--- config.mk ---
export PLATFORM = sky130hd
export DESIGN_NAME = gcd_isqrt
export DESIGN_NICKNAME = d
export VERILOG_FILES = /design/src/rtl/great_circle_distance_core_macros.svh /design/src/rtl/gcd_pkg.sv /design/src/rtl/gcd_isqrt.sv
export SDC_FILE = /design/constraint.sdc
export NUM_CORES = 2
export LEC_CHECK = 0
export BUFFER_PORTS_ARGS = -buffer_cell sky130_fd_sc_hd__buf_2
export CORE_ASPECT_RATIO = 0.75
export CORE_MARGIN = 2
export CORE_UTILIZATION = 58
export CTS_BUF_LIST = sky130_fd_sc_hd__clkbuf_8
export DETAILED_ROUTE_END_ITERATION = 16
export HOLD_SLACK_MARGIN = 0.08
export PLACE_DENSITY = 0.74
export SYNTH_ARGS = -nofsm -noshare
export SYNTH_HDL_FRONTEND = slang
export SYNTH_SLANG_ARGS = --single-unit
export TNS_END_PERCENT = 5
--- constraint.sdc ---
create_clock -name clk -period 13.5 [get_ports clk]
set_clock_uncertainty 0.1 [all_clocks]
set_input_delay 1.35 -clock clk [delete_from_list [all_inputs] [get_ports clk]]
set_output_delay 1.35 -clock clk [all_outputs]
set_load 0.01 [all_outputs]
--- src/rtl/great_circle_distance_core_macros.svh ---
// ----------------------------------------------------------------------------
// Great-circle distance core: assertion macros
// Shared concurrent assertion forms for the distance core RTL.
// ----------------------------------------------------------------------------
`ifndef GREAT_CIRCLE_DISTANCE_CORE_MACROS_SVH
`define GREAT_CIRCLE_DISTANCE_CORE_MACROS_SVH

// same-cycle implication
`define GCD_ASSERT_NOW(label, clk_s, rstn_s, ante, cons, msg) \
  label: assert property (@(posedge clk_s) disable iff (!rstn_s) (ante) |-> (cons)) \
    else $error(msg);

// next-cycle implication
`define GCD_ASSERT_NEXT(label, clk_s, rstn_s, ante, cons, msg) \
  label: assert property (@(posedge clk_s) disable iff (!rstn_s) (ante) |=> (cons)) \
    else $error(msg);

`endif

--- src/rtl/gcd_pkg.sv ---
// ----------------------------------------------------------------------------
// Great-circle distance package
// Widths, types and CORDIC constants shared by the distance core modules.
// ----------------------------------------------------------------------------
package gcd_pkg;

  localparam int STEPS   = 30;          // CORDIC micro-rotations
  localparam int CW      = 33;          // CORDIC datapath width, Q30
  localparam int ANG_W   = 26;          // angle in degrees, Q17
  localparam int ROOT_W  = 31;          // square root result width
  localparam int RAD_W   = 62;          // square root radicand width
  localparam int SC_LAT  = STEPS + 4;   // sine/cosine unit latency
  localparam int SQ_LAT  = ROOT_W + 1;  // square root unit latency
  localparam int AT_LAT  = STEPS + 1;   // atan2 unit latency

  typedef logic signed [CW-1:0]    cw_t;
  typedef logic signed [ANG_W-1:0] angle_t;
  typedef logic [ROOT_W-1:0]       root_t;
  typedef logic [RAD_W-1:0]        rad_t;
  typedef logic [14:0]             km_t;

  // pipeline control handed to each unit
  typedef struct packed {
    logic en;
    logic vld;
  } pipe_ctl_t;

  // configuration register indexes
  localparam logic [0:0] REG_ORIGIN_LAT = 1'd0;
  localparam logic [0:0] REG_ORIGIN_LNG = 1'd1;

  localparam logic signed [23:0] ORIGIN_LAT_RESET = -24'sd1341502;
  localparam logic signed [24:0] ORIGIN_LNG_RESET = -25'sd3579584;

  localparam logic signed [26:0] FULL_TURN    = 27'sd47185920;
  localparam logic signed [26:0] HALF_TURN    = 27'sd23592960;
  localparam logic signed [26:0] QUARTER_TURN = 27'sd11796480;

  localparam logic [ROOT_W-1:0]   ONE_Q30       = 31'h4000_0000;
  localparam logic signed [15:0]  EARTH_DIAM_KM = 16'sd12742;
  localparam km_t                 MAX_KM        = 15'd20015;

  // series selectors for the arctangent constant builder
  localparam int SERIES_INV5   = 0;
  localparam int SERIES_INV239 = 1;
  localparam int SERIES_POW2   = 2;

  localparam longint unsigned ONE62 = 64'h4000_0000_0000_0000;
  localparam longint unsigned ONE60 = 64'h1000_0000_0000_0000;

  // restoring long division, truncating quotient
  function automatic longint unsigned udiv_u64(input longint unsigned num,
                                               input longint unsigned den);
    longint unsigned q;
    logic [64:0]     rem;
    q   = 0;
    rem = '0;
    for (int b = 63; b >= 0; b--) begin
      rem = {rem[63:0], num[b]};
      if (rem >= {1'b0, den}) begin
        rem  = rem - {1'b0, den};
        q[b] = 1'b1;
      end
    end
    return q;
  endfunction

  // alternating arctangent series in Q62, truncating divisions
  function automatic longint atan_series(input longint unsigned first, input int mode,
                                         input int sh);
    longint unsigned pw;
    longint unsigned k;
    longint          sum;
    longint          term;
    pw  = first;
    sum = 0;
    k   = 0;
    while (pw != 0) begin
      term = longint'(udiv_u64(pw, 64'd2 * k + 64'd1));
      sum  = k[0] ? sum - term : sum + term;
      case (mode)
        SERIES_INV5:   pw = pw / 64'd25;
        SERIES_INV239: pw = pw / 64'd57121;
        default:       pw = pw >> sh;
      endcase
      k = k + 64'd1;
    end
    return sum;
  endfunction

  function automatic longint pi4_q62();
    return 4 * atan_series(ONE62 / 64'd5, SERIES_INV5, 0)
           - atan_series(ONE62 / 64'd239, SERIES_INV239, 0);
  endfunction

  // atan(2^-i) in Q30
  function automatic longint atan_entry(input int i);
    longint a;
    if (i == 0) begin
      a = pi4_q62();
    end else begin
      a = atan_series(ONE62 >> i, SERIES_POW2, 2 * i);
    end
    return (a + 64'sd2147483648) >>> 32;
  endfunction

  function automatic longint deg2rad_q40();
    return (pi4_q62() / 45 + 64'sd2097152) >>> 22;
  endfunction

  function automatic longint unsigned isqrt_u64(input longint unsigned v_in);
    longint unsigned v;
    longint unsigned r;
    longint unsigned b;
    v = v_in;
    r = 0;
    b = 64'h4000_0000_0000_0000;
    while (b > v) b = b >> 2;
    while (b != 0) begin
      if (v >= r + b) begin
        v = v - (r + b);
        r = (r >> 1) + b;
      end else begin
        r = r >> 1;
      end
      b = b >> 2;
    end
    return r;
  endfunction

  // reciprocal of the CORDIC gain in Q30
  function automatic longint cordic_start_q30();
    longint unsigned p;
    longint unsigned s;
    p = ONE60;
    for (int i = 0; i < STEPS; i++) p = p + (p >> (2 * i));
    s = isqrt_u64(p);
    return longint'(udiv_u64(ONE60 + (s >> 1), s));
  endfunction

  localparam logic signed [35:0] DEG2RAD_Q40  = 36'(deg2rad_q40());
  localparam cw_t                CORDIC_START = CW'(cordic_start_q30());

endpackage

--- src/rtl/gcd_isqrt.sv ---
// ----------------------------------------------------------------------------
// Square root unit
// Pipelined floor square root, one result bit per stage.
// ----------------------------------------------------------------------------
module gcd_isqrt (
  input  logic                clk,
  input  logic                rst_n,
  input  gcd_pkg::pipe_ctl_t  ctl_i,
  input  gcd_pkg::rad_t       rad_i,
  output gcd_pkg::root_t      root_o,
  output logic                vld_o
);

  localparam int N = gcd_pkg::ROOT_W;

  gcd_pkg::rad_t v_r [0:N];
  gcd_pkg::rad_t r_r [0:N];
  logic          vl_r [0:N];

  always_ff @(posedge clk) begin
    if (ctl_i.en) begin
      v_r[0] <= rad_i;
      r_r[0] <= '0;
    end
  end

  for (genvar j = 0; j < N; j++) begin : g_stage
    localparam gcd_pkg::rad_t BIT_J = gcd_pkg::RAD_W'(1) << (2 * (N - 1 - j));
    gcd_pkg::rad_t trial;
    assign trial = r_r[j] + BIT_J;
    always_ff @(posedge clk) begin
      if (ctl_i.en) begin
        if (v_r[j] >= trial) begin
          v_r[j+1] <= v_r[j] - trial;
          r_r[j+1] <= (r_r[j] >> 1) + BIT_J;
        end else begin
          v_r[j+1] <= v_r[j];
          r_r[j+1] <= r_r[j] >> 1;
        end
      end
    end
  end

  always_ff @(posedge clk) begin
    if (!rst_n) begin
      for (int k = 0; k <= N; k++) vl_r[k] <= 1'b0;
    end else if (ctl_i.en) begin
      vl_r[0] <= ctl_i.vld;
      for (int k = 1; k <= N; k++) vl_r[k] <= vl_r[k-1];
    end
  end

  assign root_o = r_r[N][N-1:0];
  assign vld_o  = vl_r[N];

endmodule

Word level (Yosys, flattened, before mapping):

Memory sizes are Yosys's and may differ from the RTL's.
Cells that the tools add are included.

* memories: 3
* memory bits (writable): 4000
* output and inout bits: 32
* input port bits: 66
* register bits: 0
* logic and storage cells: 506

* magnitude comparators: 31
* mux-type cells: 285
* $add $sub $neg: 93
* bitwise gates (word level): 94

Memories
* r_r: depth 32, width 62, rd ports 32, clocked after memory_dff 0, wr ports 32, RTL line gcd_isqrt.sv:17 `gcd_pkg::rad_t r_r [0:N];`
* v_r: depth 32, width 62, rd ports 31, clocked after memory_dff 0, wr ports 32, RTL line gcd_isqrt.sv:16 `gcd_pkg::rad_t v_r [0:N];`
* vl_r: depth 32, width 1, rd ports 32, clocked after memory_dff 0, wr ports 32, RTL line gcd_isqrt.sv:18 `logic vl_r [0:N];`

Operator list (number)
* 62-bit 2-to-1 mux: 62
* 62-bit >= comparator: 31
* 62-bit subtractor: 31
* 1-bit 2-to-1 mux: 223
* 1-bit bitwise OR: 94
* 61-bit by 1-bit adder with 62-bit output, second input constant: 1
* 61-bit by 11-bit adder with 62-bit output, second input constant: 1
* 61-bit by 13-bit adder with 62-bit output, second input constant: 1
* 61-bit by 15-bit adder with 62-bit output, second input constant: 1
* 61-bit by 17-bit adder with 62-bit output, second input constant: 1
* 61-bit by 19-bit adder with 62-bit output, second input constant: 1
* 61-bit by 21-bit adder with 62-bit output, second input constant: 1
* 61-bit by 23-bit adder with 62-bit output, second input constant: 1
* 61-bit by 25-bit adder with 62-bit output, second input constant: 1
* 61-bit by 27-bit adder with 62-bit output, second input constant: 1
* 61-bit by 29-bit adder with 62-bit output, second input constant: 1
* 61-bit by 3-bit adder with 62-bit output, second input constant: 1
* 61-bit by 31-bit adder with 62-bit output, second input constant: 1
* 61-bit by 33-bit adder with 62-bit output, second input constant: 1
* 61-bit by 35-bit adder with 62-bit output, second input constant: 1
* 61-bit by 37-bit adder with 62-bit output, second input constant: 1
* 61-bit by 39-bit adder with 62-bit output, second input constant: 1
* 61-bit by 41-bit adder with 62-bit output, second input constant: 1
* 61-bit by 43-bit adder with 62-bit output, second input constant: 1
* other kinds (43): 43

Longest topological paths before layout:

* depth in word-level cells: 6
* mapped depth: 15
* depth with buffers taken out: 14

Worst setup path after synthesis:

OpenSTA, ideal clock, no wires.

* kind: in2reg
* from: input ctl_i[1] in the netlist's numbering
* to: memory r_r[1][870] in the netlist's numbering, enable pin
* arrival: 4.651 ns
* library setup time: 0.483 ns
* stages on the path: 4
* setup slack: 8.266 ns
* path buffers: 4
* required time: 12.917 ns
* cells stage by stage: clkbuf_1 -> clkbuf_1 -> clkbuf_1 -> clkbuf_1

RTL lines
* from (decl): RTL line gcd_isqrt.sv:8 `input gcd_pkg::pipe_ctl_t ctl_i,`
* to (decl): RTL line gcd_isqrt.sv:17

==> metrics.cfg <==
[logic_synthesis]
synth.distinct_cells=95
syn_nets=10002
synth_edf_count=2449
synthMuxAreaShare_pct=0.5107
synth_adder_area_share_pct=5.597
syn_area_per_cell_um2=12.47
synth_top_area_cell=edfxtp_1
synth_compound_area_share_pct=9.181
synthSimpleGateAreaFrac_pct=13.07
yosysSeqAreaShare_pct=62.68
synthFlopType=edfxtp_1
synth_cells=9411
ys_warn_count=0
synth_area_um2=117400
yosysTopAreaCellShare_pct=62.66
ys_async_sr_fraction_pct=0
synth_xor_area_share_pct=6.142
synth-seq-cells=2450
synth_top_family_by_area=simple AND/OR/NAND/NOR gates
yosys-top-cells-area=edfxtp_1 63%, ha_1 5.6%, xor2_1 3.1%, xnor2_1 3.0%, nand2_1 2.5%

[clock_tree]
cts_resized=0
cts-root-buf=clkbuf_8
clk_pin_slew_worst_paths_ps=70
post-cts-setup-buffers=0
cts_tree=yes
htreeDepth=5
cts_hold_buf=0
ctsLongestPathBuffers=4
cts_made_buffers=374
numClockSinks=2450
clkLatencyLatePin_ps=990

[grt]
antenna_found_initial=16
grt_pass1_vias=72682
grt_usage_pct=28.55
grt_max_degree=167
grt_overflow_total=0
grt_first_pass_wirelength_um=449100

[floorplan]
initial_utilization_pct=58.56
die-width_um=523.4
die_area_um2=206000
ios=98
rows=142
core_area_um2=200400
die_h_um=393.6

[worst_setup_path]
cp_cell_sequence=ha_1, and2_1, nand4_1, nand2_1, o21ai_0, a2111oi_0, nor2_1, and2_1, buf_4, nor4b_2, nand4_1, xnor2_1
cp_top_family=simple AND/OR/NAND/NOR gates
critPathBufInv=1
critPathRequiredTime_ps=14120
worstSetupEndpointType=register
critical_path.max_stage_delay_ps=1020
critPathArrivalTime_ps=5870
worstPathMaxFanout=49
cpMaxStageDelayCell=a2111oi_0
cp-start-kind=register
criticalPathCategory=reg -> reg

[detailed_routing]
drt_pass1_iterations=8
vias=78005
drt_iter0_drc=9858
post-route-drc-count=0
wire_per_inst_um=23.61
totalWireLength_um=299800
final_antenna_net_count=0
vias_per_cell=6.144

[timing]
setup_tns_ps=0
timing.final.crit_share_pct=38.90
tightest_slew_ps=1496
fin_crit_ps=5252
rsz0062_at_grt=false
finalSetupViolations=0
final-hold-violation-count=0
drv_slew=1
relSlewSlack_pct=-1.051
whs_ps=328.8
max_clock_freq_ghz=0.1904

[run_status]
status=complete, but fails checks
violations=capacitance limit, slew limit

[pwr]
p_per_area_nw_per_um2=162.2
max-vdd-ir-drop_mv=0.09934
power.leakage_nw=47.91

[hold_path]
hold_class=reg -> reg

[flow_run]
cap_violations=1

[placed_design]
port_buffers=97
hpwlAfterDp_um=224100
place.gp.congestion=0.9700

[final_layout]
drive_above_1_share_pct=7.857
fin_nets=10318
syn_to_final_growth_pct=9.013

-- cells in the final DEF (no fill, tap or decap), types with 382 or more instances in the layout --
cell / count
xnor2_1: 402
o21ai_0: 583
xor2_1: 421
ha_1: 525
inv_1: 750
a21oi_1: 432
clkbuf_8: 382
nor2_1: 481
edfxtp_1: 2449
nand2_1: 779
-- final cells by class --
cell class	instances	area, um2
Clock buffer	382	5258
Clock inverter	296	1712
Antenna cell	3	7.507
Fill cell	15082	72480
Tap cell	2664	3333
Timing Repair Buffer	158	1008
Sequential cell	2450	73560
Multi-Input combinational cell	6087	40590
Inverter	656	2462
-- worst register-to-register path: cells and delay by family (launching register included) --
kind | cells | cell delay (ps)
simple gates | 7 | 2420
xor+xnor | 1 | 180
flops | 1 | 410
fa+ha+maj | 1 | 360
compound gates | 2 | 1270
buf+inv | 1 | 280
-- per-stage QoR --
stage	power (mW)	utilization, %	setup WS (ps)	instances	cell area [um2]
after floorplan	13.37	-	8266	9411	117400
after global placement	14.81	60.35	7744	12015	121000
after detailed placement	14.86	60.35	7579	12015	121000
after CTS	20.78	63.83	8422	12693	127900
after global routing	21.73	63.83	7848	12694	127900
final	20.75	63.84	8248	12696	127900
-- where the power goes --
part / switching (mW) / internal [mW]
combinational: 2.71 / 1.71
clock: 2.93 / 2.95
sequential: 0.856 / 9.60
-- synthesized netlist by cell type, types with 30 or more instances --
cell,count
nor4_1,349
nor2b_1,87
xnor2_1,402
edfxtp_1,2449
a21boi_0,33
o21bai_1,43
and3_1,72
xor2_1,421
nand3_1,158
a31oi_1,53
nor4b_1,67
nand2_1,779
clkbuf_1,191
or3_1,97
ha_1,525
o21ai_0,584
nor3_1,266
mux2_2,39
a21o_1,207
or4_1,63
inv_1,656
a211oi_1,54
or2_2,48
nor2_1,481
nand2b_1,103
o31ai_1,30
o211ai_1,35
a21oi_1,432
and2_1,64
o21a_1,101
nand4_1,157
-- state kept, by name (all words and copies together), names as in the netlist --
register	flops
v_r	1922
r_r	496
vl_r	32
-- final timing paths --
| kind | endpoint | cells past startpoint | slack, ps | start |
|---|---|---|---|---|
| min | r_r[1][944] | 0 | 330 | r_r[1][883] |
| max reg2reg | v_r[1][731] | 12 | 8250 | v_r[1][641] |
| max | v_r[1][731] | 12 | 8250 | v_r[1][641] |
| min reg2reg | r_r[1][944] | 0 | 330 | r_r[1][883] |
-- cell families after synthesis --
| logic type | Yosys count |
|---|---|
| compound gates | 1747 |
| xor+xnor | 823 |
| fa+ha+maj | 525 |
| buf+inv | 874 |
| flops | 2450 |
| mux | 55 |
| simple gates | 2937 |
-- metal layers --
metal	track usage, %	vias up	part of all wire [%]
met5	0	-	0.0043
met4	5.352	2	1.5
met3	6.813	364	11
met2	38.27	3534	40
met1	46.93	38171	47
li1	-	35934	-
No activity file was read; power rests on OpenSTA's default activity.
